File: src/rtl/qte_pkg.sv
// ----------------------------------------------------------------------------
// qte_pkg
// Widths, constants, arctangent table and rounding helpers shared by the
// quaternion to Euler angles pipeline.
// ----------------------------------------------------------------------------
package qte_pkg;

	localparam int CORDIC_STEPS_DEF = 16;
	localparam int TAB_LEN    = 24;
	localparam int IN_W       = 16;
	localparam int PROD_W     = 32;
	localparam int SUM_W      = 34;
	localparam int XY_W       = 36;
	localparam int ANG_W      = 21;
	localparam int RAD_W      = 58;
	localparam int ROOT_W     = 29;
	localparam int REM_W      = 32;
	localparam int SQ_W       = 56;
	localparam int RND_W      = 19;
	localparam int ISQ_STAGES = ROOT_W;
	localparam int PRE_STAGES = 4;

	localparam logic signed [SUM_W-1:0] ONE_Q28     = 34'sd268435456;
	localparam logic [RAD_W-1:0]        ONE_Q56     = {2'b01, 56'd0};
	localparam logic signed [ANG_W-1:0] PI_Q16      = 21'sd205887;
	localparam logic signed [15:0]      PI_Q13      = 16'sd25736;
	localparam logic signed [15:0]      HALF_PI_Q13 = 16'sd12868;

	// Latency from accepted transaction to result strobe
	function automatic int latency(input int steps);
		return PRE_STAGES + ISQ_STAGES + steps + 2;
	endfunction

	// Values carried alongside the square root pipeline
	typedef struct packed {
		logic signed [SUM_W-1:0] sr;
		logic signed [SUM_W-1:0] cr;
		logic signed [SUM_W-1:0] sy;
		logic signed [SUM_W-1:0] cy;
		logic signed [SUM_W-1:0] sp;
		logic                    sat_pos;
		logic                    sat_neg;
	} side_t;

	typedef struct packed {
		logic sat_pos;
		logic sat_neg;
	} sat_t;

	// round(atan(2^-i) * 65536)
	function automatic logic [16:0] atan_tab(input logic [4:0] i);
		logic [16:0] r;
		unique case (i)
			5'd0:    r = 17'd51472;
			5'd1:    r = 17'd30386;
			5'd2:    r = 17'd16055;
			5'd3:    r = 17'd8150;
			5'd4:    r = 17'd4091;
			5'd5:    r = 17'd2047;
			5'd6:    r = 17'd1024;
			5'd7:    r = 17'd512;
			5'd8:    r = 17'd256;
			5'd9:    r = 17'd128;
			5'd10:   r = 17'd64;
			5'd11:   r = 17'd32;
			5'd12:   r = 17'd16;
			5'd13:   r = 17'd8;
			5'd14:   r = 17'd4;
			5'd15:   r = 17'd2;
			5'd16:   r = 17'd1;
			default: r = 17'd0;
		endcase
		return r;
	endfunction

	// Round 16 fraction bits to 13, half away from zero
	function automatic logic signed [RND_W-1:0] round_q13(input logic signed [ANG_W-1:0] a);
		logic [ANG_W-1:0] mag;
		logic [ANG_W-1:0] sum;
		logic [RND_W-1:0] r;
		mag = a[ANG_W-1] ? ANG_W'(-a) : ANG_W'(a);
		sum = mag + ANG_W'(4);
		r   = RND_W'(sum >> 3);
		return a[ANG_W-1] ? -$signed(r) : $signed(r);
	endfunction

	// Clamp a rounded angle to +/- lim
	function automatic logic signed [15:0] clamp_q13(input logic signed [RND_W-1:0] r,
	                                                 input logic signed [15:0] lim);
		logic signed [RND_W-1:0] l;
		l = RND_W'(lim);
		if (r > l)
			return lim;
		else if (r < -l)
			return -lim;
		else
			return 16'(r);
	endfunction

endpackage

File: src/rtl/qte_isqrt.sv
// ----------------------------------------------------------------------------
// qte_isqrt
// Pipelined floor square root, one root bit resolved per stage.
// ----------------------------------------------------------------------------
module qte_isqrt (
	input  logic                       clk,
	input  logic                       arst_n,
	input  logic                       in_vld,
	input  logic [qte_pkg::RAD_W-1:0]  radicand,
	output logic                       out_vld,
	output logic [qte_pkg::ROOT_W-1:0] root
);
	import qte_pkg::*;

	logic [RAD_W-1:0]  rad_s  [ISQ_STAGES];
	logic [REM_W-1:0]  rem_s  [ISQ_STAGES];
	logic [ROOT_W-1:0] root_s [ISQ_STAGES];
	logic              vld_s  [ISQ_STAGES];

	for (genvar k = 0; k < ISQ_STAGES; k++) begin : g_stage
		logic [RAD_W-1:0]  rad_in;
		logic [REM_W-1:0]  rem_in;
		logic [ROOT_W-1:0] root_in;
		logic              vld_in;
		logic [REM_W-1:0]  rem_sh;
		logic [REM_W-1:0]  trial;
		logic              ge;

		if (k == 0) begin : g_first
			assign rad_in  = radicand;
			assign rem_in  = '0;
			assign root_in = '0;
			assign vld_in  = in_vld;
		end else begin : g_next
			assign rad_in  = rad_s[k-1];
			assign rem_in  = rem_s[k-1];
			assign root_in = root_s[k-1];
			assign vld_in  = vld_s[k-1];
		end

		// bring down two bits and try the next root bit
		assign rem_sh = {rem_in[REM_W-3:0], rad_in[RAD_W-1:RAD_W-2]};
		assign trial  = {1'b0, root_in, 2'b01};
		assign ge     = rem_sh >= trial;

		always_ff @(posedge clk or negedge arst_n) begin
			if (!arst_n)
				vld_s[k] <= 1'b0;
			else
				vld_s[k] <= vld_in;
		end

		always_ff @(posedge clk) begin
			rad_s[k]  <= {rad_in[RAD_W-3:0], 2'b00};
			rem_s[k]  <= ge ? rem_sh - trial : rem_sh;
			root_s[k] <= {root_in[ROOT_W-2:0], ge};
		end
	end

	assign out_vld = vld_s[ISQ_STAGES-1];
	assign root    = root_s[ISQ_STAGES-1];

endmodule

File: config.mk
export PLATFORM = sky130hd
export DESIGN_NAME = qte_isqrt
export DESIGN_NICKNAME = d
export VERILOG_FILES = /design/src/rtl/qte_pkg.sv /design/src/rtl/qte_isqrt.sv
export SDC_FILE = /design/constraint.sdc
export NUM_CORES = 2
export LEC_CHECK = 0
export CAP_MARGIN = 20
export CORE_UTILIZATION = 45
export DETAILED_ROUTE_END_ITERATION = 16
export DONT_BUFFER_PORTS = 1
export PLACE_DENSITY = 0.69
export RECOVER_POWER = 100
export SLEW_MARGIN = 30
export SYNTH_ARGS = -nofsm -noshare
export SYNTH_HDL_FRONTEND = slang
export SYNTH_SLANG_ARGS = --single-unit
File: constraint.sdc
create_clock -name clk -period 3.09 [get_ports clk]
set_clock_uncertainty 0.15 [all_clocks]
set_input_delay 0.618 -clock clk [delete_from_list [all_inputs] [get_ports clk]]
set_output_delay 0.618 -clock clk [all_outputs]
set_load 0.1 [all_outputs]
# Word-level counts from Yosys, hierarchy flattened
# Memories as Yosys holds them, arrays and structs flattened.
# Cells that the tools add are included.
[totals] out_inout_bits=30 wordCells=119 ff_bits=29 mem_bits_rw=3393 mem_count=3 in_bits=61
[classes] n_lt_le_gt_ge=29 addsub=29 n_mux=29
[mem_list] memory="rad_s" depth=29 width=56 read_ports=28 rd_ports_with_merged_regs=0 wr=29 line_no="qte_isqrt.sv:15" text="logic [RAD_W-1:0] rad_s [ISQ_STAGES];"
[mem_list] memory="rem_s" depth=29 width=32 read_ports=28 rd_ports_with_merged_regs=0 wr=29 line_no="qte_isqrt.sv:16" text="logic [REM_W-1:0] rem_s [ISQ_STAGES];"
[mem_list] memory="root_s" depth=29 width=29 read_ports=29 rd_ports_with_merged_regs=0 wr=29 line_no="qte_isqrt.sv:17" text="logic [ROOT_W-1:0] root_s [ISQ_STAGES];"
[op_table] cell="$mux W32" count=29
[op_table] cell="$ge A32 B31 Y1" count=28
[op_table] cell="$sub A32 B31 Y32" count=28
[op_table] cell="$sub A2 B1 Y3 const B" count=1
[op_table] cell="$ge A2 B1 Y1 const B" count=1

# Logic depth before layout (Yosys ltp)
# An unclocked memory read counts as a cell.
[logic_depth] word_depth=3 ltp_mapped=15 ltp_nobuf=13

# Worst setup path before layout
# Ideal clock, no wire load.
[synth_path] path_kind="reg2reg" startpoint="mem root_s[24][1], in the netlist root_s[6][1]" endpoint="mem rem_s[25][3], in the netlist rem_s[1][291]" path_buffers=1 arrival_time_ns=2.925 setup_ns=0.121 path_stages_with_launch=13 t_required_ns=2.819 period_less_slack_ns=3.195 path_slack_ns=-0.105 path_cell_list="dfxtp_1 -> inv_1 -> ha_1 -> or2_2 -> o311a_1 -> o41ai_1 -> and3_1 -> o31ai_1 -> o21a_1 -> o21ai_0 -> nor3b_2 -> buf_2 -> mux2_2"
[synth_rtl] item="start: declaration" line_no="qte_isqrt.sv:17"
[synth_rtl] item="end: declaration" line_no="qte_isqrt.sv:16"

==> impl_metrics.yaml <==
pwr:
  pwr-share-comb_pct: 18.0
  p_sw_share_pct: 28.35
  power_frac_seq_pct: 47.5
  p_int_uw: 52630
  p_clk_share_pct: 34.5
  p_leak_uw: 0.04265
  power_uw: 73450
  powerDensity_mw_per_mm2: 812.5
  max-vdd-ir-drop_mv: 0.7288
  p_sw_uw: 20820
cts:
  tritoncts: "done"
  root_buffer: "clkbuf_16"
  cts_buffers: 197
  cts_buffer_depth: 3
  clk_pin_slew_ps: 70
  htree_num_levels: 4
  cts_sinks: 2074
  insertion_delay_ps: 850
final_layout:
  fin_area_mm2: 0.09039
  n_antenna_cell: 0
  seq_area_mm2: 0.04168
  final_common_cell: "dfxtp_1"
  area_delta_synth_final_pct: 21.45
  nNetsFinal: 8445
  drive_gt1_share_pct: 15.64
  fillers: 13761
  layout_common_cells: "dfxtp_1 (2035), inv_1 (582), nand2_1 (490), buf_4 (466), ha_1 (437)"
  multi_input_area_mm2: 0.03180
floorplan:
  dieArea_mm2: 0.1670
  top_level_ports: 91
  initial_core_util_pct: 45.52
  dieWidth_um: 408.7
  fp-row-count: 148
  core-area_mm2: 0.1635
  die_h_um: 408.7
min_path:
  hold_end: "rad_s[0][599]"
  holdPathStages: 0
  min_from: "rad_s[0][541]"
  hp-class: "reg2reg"
detailed_routing:
  num_vias: 51356
  dr.pass1.iters: 6
  drcViolationCount: 0
  viasPerCell: 5.007
  wl_per_cell_um: 15.16
  drt_wl_total_um: 155500
  drtAntennaViolNets: 0
  drt_first_iter_violations: 2892
synthesis:
  ys_warn_count: 0
  avgSynthCellArea_um2: 10.29
  syn_nets: 7762
  synth-edff-count: 0
  yosys_register_bits: 2074
  synthCells: 7235
  ys_seq_area_share_pct: 55.98
  ys_async_sr_fraction_pct: 1.398
  post_synth_instance_area_mm2: 0.07443
  ys.flop_type: "dfxtp_1"
  ys_types: 98
sta:
  setup_ws_ps: -28.73
  slew_violations: 0
  holdWs_ps: 155.4
  worst_slew_pin_slew_ps: 1111
  rsz0062_at_grt: "true"
  hold_viol: 0
  min_period_ps: 3119
  fmax_mhz: 320.6
  setup-tns-final_ps: -38.06
  setup_viol: 2
  relSlewSlack_pct: 25.96
  post-route-period-util_pct: 100.9
setup_path:
  r2r-end: "rem_s[0][408]"
  start_kind: "register"
  reg2reg_depth: 11
  crit_arrival_ps: 3690
  endpoint_kind: "register"
  r2r_slack_ps: -30
  required_ps: 3660
  r2r-start: "root_s[2][97]"
  path_max_fanout: 5
  crit_type: "reg2reg"
global_route:
  antenna_found_initial: 0
  grt_pass1_vias: 50549
  grt_pass1_wl_um: 249100
  grt_max_degree: 42
  grt_overflow: 0
  grt_use_total_pct: 17.97
status:
  status: "complete, but fails checks"
  failed_checks: "setup timing"
job:
  cap_violations: 0
place:
  postPlaceCellArea_mm2: 0.08046
  gp_congestion: 0.9185
  portBuffers: 0
  hpwlAfterDp_um: 113000
[synthesized netlist by cell type, drive strengths merged (69+ instances only)]
master	n	area, um2
nor3	185	925.9
nand2	504	1894
nor4	83	568.1
a21oi	463	2317
clkbuf	81	304.0
dfxtp	2045	40940
xnor2	335	2934
a21o	196	1471
o21a	76	570.6
ha	466	5831
nor2b	69	431.7
nand3	126	635.6
nand4	69	431.7
nor2	443	1670
or3	76	480.5
nand2b	74	462.9
xor2	332	2908
inv	592	2222
o21ai	381	1907
[metal layers]
metal  vias to the layer above  wire length (um)  GRT usage [%]
met5                         -                 0              0
met4                         0              5426          7.207
met3                       369              6217          2.921
met2                      1070             73450          30.57
met1                     23956             70450          22.60
li1                      25961                 -              -
[power by group through the flow]
stage	Sequential (uW)	Combinational [uW]	Clock, uW
after floorplan	34000	8940	0
after global placement	35200	12000	0
after detailed placement	35300	12200	0
after CTS	34800	12600	26000
after global routing	35300	14700	27100
final	34900	13200	25300
[repair_timing]
action                                  in CTS  in global routing
gates cloned                                 3                  5
endpoints found under the setup margin     255                471
pin swaps                                   30                104
hold buffers                                64                  0
buffers inserted                            18                 40
hold endpoints to repair                    89                  0
gates resized for setup                    122                350
[registers in the layout, summed over array words and instances, names as in the netlist]
name	count
rem_s	798
out_vld	1
rad_s	812
root_s	435
g_stage.vld_in	28
[worst max path at each step]
stage	startpoint	endpoint
finish	root_s[2][97]	rem_s[0][408]
global route	root_s[6][3]	rem_s[1][298]
CTS	root_s[2][65]	rem_s[0][380]
detailed placement	root_s[6][0]	rem_s[1][307]
global placement	root_s[6][0]	rem_s[1][316]
floorplan	root_s[6][1]	rem_s[1][291]
[metrics by stage]
stage	setup WS [ps]	utilization [%]	std cells
global placement	-285.3	49.21	9767
CTS	0.1821	54.30	10215
finish	-28.73	55.28	10257
detailed placement	-307.1	49.21	9767
floorplan	3.736	-	7235
global route	-149.0	55.28	10257
[logic make-up after synthesis]
group                      share of synthesized area (%)
AOI/OAI and AO/OA                                  11.77
xor gates and xnor gates                           7.849
adders and majority gates                          7.834
DFF                                                55.98
and+or+nand+nor                                    12.04
other                                           0.005038
muxes                                             0.8506
buffers and inverters                              3.673
[worst max-delay path, stage by stage, from the launching register on]
cell and delay, ps:
dfxtp_1 360, inv_1 60, ha_1 290, nand2_1 70, or4_1 530, or3_4 410
nand3_1 90, nor4_1 60, o21a_1 160, buf_4 170, or4_4 520, xnor2_1 140
[area by class of cell]
type	instances	area share [%]
inverter	593	2.465
clock buffer	256	6.090
clock inverter	107	1.700
multi-input combinational	4446	35.17
timing repair buffer	606	5.451
tap	2175	3.011
sequential	2074	46.11
No activity file was read; power rests on OpenSTA's default activity.
