### config.mk
export PLATFORM = sky130hd
export DESIGN_NAME = qte_cordic
export DESIGN_NICKNAME = d
export VERILOG_FILES = /design/src/rtl/qte_pkg.sv /design/src/rtl/qte_cordic.sv
export SDC_FILE = /design/constraint.sdc
export NUM_CORES = 2
export LEC_CHECK = 0
export BUFFER_PORTS_ARGS = -buffer_cell sky130_fd_sc_hd__buf_2
export CAP_MARGIN = 20
export CORE_ASPECT_RATIO = 1.2
export CORE_UTILIZATION = 55
export CTS_CLUSTER_SIZE = 10
export DETAILED_ROUTE_END_ITERATION = 10
export PLACE_DENSITY = 0.72
export SYNTH_ARGS = -nofsm -noshare
export SYNTH_HDL_FRONTEND = slang
export SYNTH_SLANG_ARGS = --single-unit
### constraint.sdc
create_clock -name clk -period 5.4 [get_ports clk]
set_input_delay 0.27 -clock clk [delete_from_list [all_inputs] [get_ports clk]]
set_output_delay 0.27 -clock clk [all_outputs]
set_load 0.005 [all_outputs]
### src/rtl/qte_pkg.sv
// ----------------------------------------------------------------------------
// qte_pkg
// Widths, constants, arctangent table and rounding helpers shared by the
// quaternion to Euler angles pipeline.
// ----------------------------------------------------------------------------
package qte_pkg;

	localparam int CORDIC_STEPS_DEF = 16;
	localparam int TAB_LEN    = 24;
	localparam int IN_W       = 16;
	localparam int PROD_W     = 32;
	localparam int SUM_W      = 34;
	localparam int XY_W       = 36;
	localparam int ANG_W      = 21;
	localparam int RAD_W      = 58;
	localparam int ROOT_W     = 29;
	localparam int REM_W      = 32;
	localparam int SQ_W       = 56;
	localparam int RND_W      = 19;
	localparam int ISQ_STAGES = ROOT_W;
	localparam int PRE_STAGES = 4;

	localparam logic signed [SUM_W-1:0] ONE_Q28     = 34'sd268435456;
	localparam logic [RAD_W-1:0]        ONE_Q56     = {2'b01, 56'd0};
	localparam logic signed [ANG_W-1:0] PI_Q16      = 21'sd205887;
	localparam logic signed [15:0]      PI_Q13      = 16'sd25736;
	localparam logic signed [15:0]      HALF_PI_Q13 = 16'sd12868;

	// Latency from accepted transaction to result strobe
	function automatic int latency(input int steps);
		return PRE_STAGES + ISQ_STAGES + steps + 2;
	endfunction

	// Values carried alongside the square root pipeline
	typedef struct packed {
		logic signed [SUM_W-1:0] sr;
		logic signed [SUM_W-1:0] cr;
		logic signed [SUM_W-1:0] sy;
		logic signed [SUM_W-1:0] cy;
		logic signed [SUM_W-1:0] sp;
		logic                    sat_pos;
		logic                    sat_neg;
	} side_t;

	typedef struct packed {
		logic sat_pos;
		logic sat_neg;
	} sat_t;

	// round(atan(2^-i) * 65536)
	function automatic logic [16:0] atan_tab(input logic [4:0] i);
		logic [16:0] r;
		unique case (i)
			5'd0:    r = 17'd51472;
			5'd1:    r = 17'd30386;
			5'd2:    r = 17'd16055;
			5'd3:    r = 17'd8150;
			5'd4:    r = 17'd4091;
			5'd5:    r = 17'd2047;
			5'd6:    r = 17'd1024;
			5'd7:    r = 17'd512;
			5'd8:    r = 17'd256;
			5'd9:    r = 17'd128;
			5'd10:   r = 17'd64;
			5'd11:   r = 17'd32;
			5'd12:   r = 17'd16;
			5'd13:   r = 17'd8;
			5'd14:   r = 17'd4;
			5'd15:   r = 17'd2;
			5'd16:   r = 17'd1;
			default: r = 17'd0;
		endcase
		return r;
	endfunction

	// Round 16 fraction bits to 13, half away from zero
	function automatic logic signed [RND_W-1:0] round_q13(input logic signed [ANG_W-1:0] a);
		logic [ANG_W-1:0] mag;
		logic [ANG_W-1:0] sum;
		logic [RND_W-1:0] r;
		mag = a[ANG_W-1] ? ANG_W'(-a) : ANG_W'(a);
		sum = mag + ANG_W'(4);
		r   = RND_W'(sum >> 3);
		return a[ANG_W-1] ? -$signed(r) : $signed(r);
	endfunction

	// Clamp a rounded angle to +/- lim
	function automatic logic signed [15:0] clamp_q13(input logic signed [RND_W-1:0] r,
	                                                 input logic signed [15:0] lim);
		logic signed [RND_W-1:0] l;
		l = RND_W'(lim);
		if (r > l)
			return lim;
		else if (r < -l)
			return -lim;
		else
			return 16'(r);
	endfunction

endpackage

### src/rtl/qte_cordic.sv
// ----------------------------------------------------------------------------
// qte_cordic
// Pipelined vectoring CORDIC giving atan2(y, x) with 16 fraction bits:
// one quadrant stage, then one stage per iteration.
// ----------------------------------------------------------------------------
module qte_cordic #(
	parameter int STEPS = qte_pkg::CORDIC_STEPS_DEF
) (
	input  logic                             clk,
	input  logic                             arst_n,
	input  logic                             in_vld,
	input  logic signed [qte_pkg::XY_W-1:0]  vec_y,
	input  logic signed [qte_pkg::XY_W-1:0]  vec_x,
	output logic                             out_vld,
	output logic signed [qte_pkg::ANG_W-1:0] angle
);
	import qte_pkg::*;

	logic signed [XY_W-1:0]  x_s    [STEPS+1];
	logic signed [XY_W-1:0]  y_s    [STEPS+1];
	logic signed [ANG_W-1:0] z_s    [STEPS+1];
	logic                    zero_s [STEPS+1];
	logic                    vld_s  [STEPS+1];

	// Fold the left half plane onto the right one
	always_ff @(posedge clk or negedge arst_n) begin
		if (!arst_n)
			vld_s[0] <= 1'b0;
		else
			vld_s[0] <= in_vld;
	end

	always_ff @(posedge clk) begin
		zero_s[0] <= (vec_x == '0) && (vec_y == '0);
		if (vec_x[XY_W-1]) begin
			x_s[0] <= -vec_x;
			y_s[0] <= -vec_y;
			z_s[0] <= vec_y[XY_W-1] ? -PI_Q16 : PI_Q16;
		end else begin
			x_s[0] <= vec_x;
			y_s[0] <= vec_y;
			z_s[0] <= '0;
		end
	end

	for (genvar i = 0; i < STEPS; i++) begin : g_iter
		logic signed [XY_W-1:0]  xs;
		logic signed [XY_W-1:0]  ys;
		logic signed [ANG_W-1:0] step;

		assign xs   = x_s[i] >>> i;
		assign ys   = y_s[i] >>> i;
		assign step = $signed({{(ANG_W-17){1'b0}}, atan_tab(5'(i))});

		always_ff @(posedge clk or negedge arst_n) begin
			if (!arst_n)
				vld_s[i+1] <= 1'b0;
			else
				vld_s[i+1] <= vld_s[i];
		end

		// rotate toward the x axis
		always_ff @(posedge clk) begin
			zero_s[i+1] <= zero_s[i];
			if (!y_s[i][XY_W-1]) begin
				x_s[i+1] <= x_s[i] + ys;
				y_s[i+1] <= y_s[i] - xs;
				z_s[i+1] <= z_s[i] + step;
			end else begin
				x_s[i+1] <= x_s[i] - ys;
				y_s[i+1] <= y_s[i] + xs;
				z_s[i+1] <= z_s[i] - step;
			end
		end
	end

	assign out_vld = vld_s[STEPS];
	assign angle   = zero_s[STEPS] ? '0 : z_s[STEPS];

endmodule

# Word level (Yosys, flattened, before mapping)

Memories as Yosys holds them, arrays and structs flattened.
Index checks and enable logic that the tools add are counted.

Bits in registers: 17
Memory bits (writable): 1,598
Logic and storage cells: 260
Memories: 4

$add $sub $neg: 97
Multiplexer cells: 88
Bitwise gates (word level): 51
Reduce and logical (&&, ||, !) cells: 3

Memories:

| name   | depth | width | rd ports | clocked after Yosys merged registers in | write ports | line             | source |
|---|---|---|---|---|---|---|---|
| x_s    | 17    | 36    | 16       | 0                                       | 17          | qte_cordic.sv:19 | `logic signed [XY_W-1:0] x_s [STEPS+1];` |
| y_s    | 17    | 36    | 16       | 0                                       | 17          | qte_cordic.sv:20 | `logic signed [XY_W-1:0] y_s [STEPS+1];` |
| z_s    | 17    | 21    | 17       | 0                                       | 17          | qte_cordic.sv:21 | `logic signed [ANG_W-1:0] z_s [STEPS+1];` |
| zero_s | 17    | 1     | 17       | 0                                       | 17          | qte_cordic.sv:22 | `logic zero_s [STEPS+1];` |

Operator list:

| cell                                           | count |
|---|---|
| 36-bit 2-to-1 mux                              | 34 |
| 21-bit 2-to-1 mux                              | 19 |
| 36-bit by 21-bit adder with 36-bit output      | 2 |
| 36-bit by 22-bit adder with 36-bit output      | 2 |
| 36-bit by 23-bit adder with 36-bit output      | 2 |
| 36-bit by 24-bit adder with 36-bit output      | 2 |
| 36-bit by 25-bit adder with 36-bit output      | 2 |
| 36-bit by 26-bit adder with 36-bit output      | 2 |
| 36-bit by 27-bit adder with 36-bit output      | 2 |
| 36-bit by 28-bit adder with 36-bit output      | 2 |
| 36-bit by 29-bit adder with 36-bit output      | 2 |
| 36-bit by 30-bit adder with 36-bit output      | 2 |
| 36-bit by 31-bit adder with 36-bit output      | 2 |
| 36-bit by 32-bit adder with 36-bit output      | 2 |
| 36-bit by 33-bit adder with 36-bit output      | 2 |
| 36-bit by 34-bit adder with 36-bit output      | 2 |
| 36-bit by 35-bit adder with 36-bit output      | 2 |
| 36-bit zero test                               | 2 |
| 36-bit negator                                 | 2 |
| 36-bit by 21-bit subtractor with 36-bit output | 2 |
| 36-bit by 22-bit subtractor with 36-bit output | 2 |
| 36-bit by 23-bit subtractor with 36-bit output | 2 |
| 36-bit by 24-bit subtractor with 36-bit output | 2 |
| 36-bit by 25-bit subtractor with 36-bit output | 2 |
| 45 further kinds                               | 142 |

# Longest topological paths before layout

Depth in word-level cells: 3
Mapped depth: 23
Gate-level depth less buffers: 23

# Least setup slack after synthesis

Ideal clock, no wire load.

Path type: flip-flop to flip-flop
From: mem x_s[8][8]
To: mem y_s[9][35]
Library setup time: 0.120 ns
Arrival: 4.519 ns
Required time: 5.280 ns
Setup slack: 0.760 ns
Cell stages (with the launch flop): 22
Clock period less this slack: 4.640 ns
Cell sequence: dfxtp_1 -> inv_1 -> ha_1 -> nand2b_1 -> nor2_1 -> nand2_1 -> or2_2 -> nor3_1 -> nand2_1 -> nor4_1 -> a31oi_1 -> xor2_1 -> ha_1 -> nand4_1 -> or4b_2 -> nand3_1 -> a21oi_1 -> a211o_1 -> o21ai_0 -> a221o_1 -> a21oi_1 -> xnor2_1

RTL lines:

| what        | line |
|---|---|
| from (decl) | qte_cordic.sv:19 |
| to (decl)   | qte_cordic.sv:20 |

==> results_tabular.tex <==
\begin{tabular}{lr}
\hline
Metric & Value \\
\hline
\multicolumn{2}{l}{\textbf{Run status}} \\
\quad Status & completed \\
\multicolumn{2}{l}{\textbf{Route}} \\
\quad Via count & 92500 \\
\quad Number of detailed-routing iterations run before antenna repair & 7 \\
\quad Post-DRT Antenna Nets & 0 \\
\quad Average routed wire per standard cell & 19.5 um \\
\quad 1st-iter DRT viols & 5909 \\
\quad Number of remaining DRC errors & 0 \\
\quad Sum of routed wire length over all layers & 303000 um \\
\quad Vias per cell & 5.97 \\
\multicolumn{2}{l}{\textbf{Clock network}} \\
\quad CTS H-tree depth & 4 \\
\quad Buffers inserted by post-CTS timing repair & 0 \\
\quad Later-pin clock latency in the skew report & 0.86 ns \\
\quad Clock edge transition at the registers on the reported setup and hold paths & 0.05 ns \\
\quad Clock sink count & 1436 \\
\quad Clock buffers created by TritonCTS & 171 \\
\quad CTS tree & done \\
\quad Maximum clock insertion buffer count & 3 \\
\quad Clock tree root driver cell & sky130\_fd\_sc\_hd\_\_clkbuf\_16 \\
\multicolumn{2}{l}{\textbf{Cells and area}} \\
\quad Nets & 14400 \\
\quad Final Core Density & 60.6\% \\
\quad Final cell count without fillers & 15500 \\
\quad Fraction of final layout cells sized beyond drive strength 1 & 4.42\% \\
\quad Layout-stage area growth over the synthesis result & 9.57\% \\
\multicolumn{2}{l}{\textbf{Floorplan}} \\
\quad Effective utilization at floorplan & 55.4\% \\
\quad Die extent in y & 483 um \\
\quad IO Count & 97 \\
\quad Core box area & 0.192 sq mm \\
\quad Overall die width & 403 um \\
\quad Number of rows in the core area & 176 \\
\quad Area enclosed by the die boundary & 0.195 sq mm \\
\multicolumn{2}{l}{\textbf{Global route}} \\
\quad Antenna violations before repair & 8 \\
\quad Maximum number of pins on one net before global-route repair & 76 \\
\quad Total gr overflow & 0 \\
\quad Via count of the first global-routing pass & 91200 \\
\quad First-pass GRT wire length & 480000 um \\
\quad Total routing usage reported by global routing & 30.2\% \\
\multicolumn{2}{l}{\textbf{Setup path}} \\
\quad Crit-path cells & nor4\_1, nor4b\_2, and2\_1, nor2b\_1, nor2b\_1, nor2\_1, xnor2\_1, ha\_1, and3\_1, a221o\_1, a21oi\_1, o21ai\_0, o41ai\_1, buf\_4, o311ai\_0, a221oi\_1, xnor2\_1 \\
\quad Buffers and inverters on the worst path & 1 \\
\quad Number of cells on the critical path & 17 \\
\quad Path depth of the worst reg2reg path & 17 \\
\quad Launch point of the worst reg-to-reg path & x\_s[11][14]\$\_DFF\_P\_ \\
\quad Worst stage delay on the critical path & 0.43 ns \\
\quad Crit path arrival time & 5.74 ns \\
\quad Crit-path slowest cell & sky130\_fd\_sc\_hd\_\_nor4\_1 \\
\quad Setup crit start & x\_s[11][14]\$\_DFF\_P\_ \\
\quad Kind of end point of the critical path & flop \\
\quad Worst Path Max Fanout & 6 \\
\quad Required time of the critical path & 6.17 ns \\
\quad Category of cells accounting for the largest share of critical-path delay & simple AND/OR/NAND/NOR gates \\
\quad Launching element type of the critical path & flop \\
\quad CP Class & flop to flop \\
\multicolumn{2}{l}{\textbf{Timing}} \\
\quad Least-Margin Pin Slew & 1.06 ns \\
\quad Setup TNS after final layout & 0 ns \\
\quad Setup repair after global routing missed its margin & no \\
\quad Final hold vios & 0 \\
\quad Pins Over Slew Limit & 0 \\
\quad Worst Hold Slack & 0.0946 ns \\
\quad Final clock skew & 0.0387 ns \\
\quad Ratio of final minimum period to clock period & 91.9\% \\
\quad Relative max-transition margin & 27.7\% \\
\quad Highest Clock Rate & 202 MHz \\
\quad Min Tclk post-route & 4.96 ns \\
\quad Final setup fails & 0 \\
\multicolumn{2}{l}{\textbf{Synth}} \\
\quad Most frequently used flop master after synthesis & sky130\_fd\_sc\_hd\_\_dfxtp\_1 \\
\quad Post-synthesis cell area & 0.106 sq mm \\
\quad Sequential cell area fraction in the yosys report & 27.2\% \\
\quad Async set-reset flop share out of synthesis & 1.18\% \\
\quad Yosys synthesis warning count & 0 \\
\quad Unique masters post-synth & 84 \\
\quad Mean post-synth cell area & 8.39 sq um \\
\quad Top post-synthesis cells by area & sky130\_fd\_sc\_hd\_\_dfxtp\_1 (27\%), sky130\_fd\_sc\_hd\_\_ha\_1 (16\%), sky130\_fd\_sc\_hd\_\_xnor2\_1 (10\%) \\
\quad Number of enable-type register cells in the synthesized netlist & 0 \\
\quad Cells after Synth & 12600 \\
\quad Syn\_nets & 14100 \\
\quad Number of flip-flops and latches in the synthesized netlist & 1436 \\
\quad Cell taking the most area after synthesis & sky130\_fd\_sc\_hd\_\_dfxtp\_1 \\
\quad Share of Yosys cell area claimed by the top area cell type & 26.8\% \\
\multicolumn{2}{l}{\textbf{Worst hold path}} \\
\quad Number of instances on the worst hold path & 2 \\
\quad Worst hold path type & input port to flop \\
\quad Launch instance of the worst min-delay path & in\_vld \\
\multicolumn{2}{l}{\textbf{Place}} \\
\quad Count of buffers from port buffering & 96 \\
\quad GPL Wtd Cong & 0.967 \\
\quad Detailed-placement wirelength estimate & 243000 um \\
\quad Count of placed standard cells including taps & 15100 \\
\multicolumn{2}{l}{\textbf{Flow run}} \\
\quad Max-cap violations & 0 \\
\hline
\end{tabular}
## state kept, by name, indices dropped and copies added (netlist names)
name	count
out_vld	1
vld_s	16
x_s	525
y_s	541
z_s	336
zero_s	17
## cells in the mapped netlist, drive strengths merged (221+ instances only)
master,count
nor3,326
inv,629
o21ai,622
nor2,1202
a21oi,1348
dfxtp,1419
xor2,625
nand2,586
xnor2,1260
nor2b,221
ha,1325
a21o,571
## stage by stage
stage	area, sq um	setup WS (ns)
floorplan	106000	0.760
global placement	110000	0.438
global route	116000	0.0314
detailed placement	110000	0.446
CTS	116000	0.374
finish	116000	0.438
## worst paths after layout
| check | end | slack [ns] |
|---|---|---|
| worst max-delay path | y_s[12][34]$_DFF_P_ | 0.44 |
| worst min-delay path | vld_s[16]$_DFF_PN0_ | 0.09 |
| worst max register to register | y_s[12][34]$_DFF_P_ | 0.44 |
| worst min register to register | z_s[13][1]$_DFF_P_ | 0.31 |
| max in group asynchronous | vld_s[2]$_DFF_PN0_ | 4.44 |
| min in group asynchronous | vld_s[12]$_DFF_PN0_ | 0.51 |
## final cells by class
type / count / area (sq um)
Timing Repair Buffer: 342 / 2700
Clock inverter: 28 / 478
Inverter: 637 / 2390
Multi-Input combinational cell: 10300 / 74000
Clock buffer: 207 / 4630
Fill cell: 17000 / 75400
Antenna cell: 2 / 5.00
Sequential cell: 1436 / 28900
Tap cell: 2492 / 3120
## routing by layer
metal / global-route usage, % / part of all wire (%) / routed length [um] / up-vias
met2: 54.5 / 50 / 150000 / 2428
met5: 0 / 0.011 / 34 / -
met3: 4.22 / 4.8 / 14600 / 642
li1: - / - / - / 45500
met4: 11.9 / 4.0 / 12000 / 6
met1: 35.6 / 42 / 126000 / 43900
## cell families after synthesis
| kind of cell | synth area share [%] |
|---|---|
| AND/OR/NAND/NOR | 15.4 |
| flip-flops | 27.2 |
| adder cells (fa/ha/maj) | 16.5 |
| AO/OA/AOI/OAI | 21.6 |
| XOR/XNOR | 15.6 |
| buffers and inverters | 3.02 |
| multiplexers | 0.695 |
## placed cells by master, fill, tap and decap left out, types with 62 or more instances in the layout
cell                            instances
sky130_fd_sc_hd__o41ai_1               68
sky130_fd_sc_hd__or3_1                 70
sky130_fd_sc_hd__dlygate4sd3_1        131
sky130_fd_sc_hd__nor4_1               128
sky130_fd_sc_hd__nand2b_1             189
sky130_fd_sc_hd__nor2_1              1202
sky130_fd_sc_hd__ha_1                1325
sky130_fd_sc_hd__buf_4                112
sky130_fd_sc_hd__o21bai_1             152
sky130_fd_sc_hd__and3_1                94
sky130_fd_sc_hd__nor3_1               326
sky130_fd_sc_hd__nand2_1              586
sky130_fd_sc_hd__nand4_1               91
sky130_fd_sc_hd__o21ai_0              617
sky130_fd_sc_hd__dfxtp_1             1405
sky130_fd_sc_hd__o31ai_1               62
sky130_fd_sc_hd__clkbuf_16            172
sky130_fd_sc_hd__nand3_1              166
sky130_fd_sc_hd__a31oi_1              138
sky130_fd_sc_hd__and2_1                86
sky130_fd_sc_hd__o21a_1               160
sky130_fd_sc_hd__a21o_1               571
sky130_fd_sc_hd__nor2b_1              221
sky130_fd_sc_hd__a211oi_1              80
sky130_fd_sc_hd__buf_2                 96
sky130_fd_sc_hd__a21oi_1             1348
sky130_fd_sc_hd__xnor2_1             1260
sky130_fd_sc_hd__inv_1                628
sky130_fd_sc_hd__xor2_1               625
## what timing repair did
action                     CTS  global route
hold buffers               131             0
resized for setup            0             5
hold endpoints to repair    93             0
setup endpoints to repair    0             9
Power is left out: the tool's default activity adds up to more than one toggle a clock period on the data nets, which glitch-free logic cannot reach.
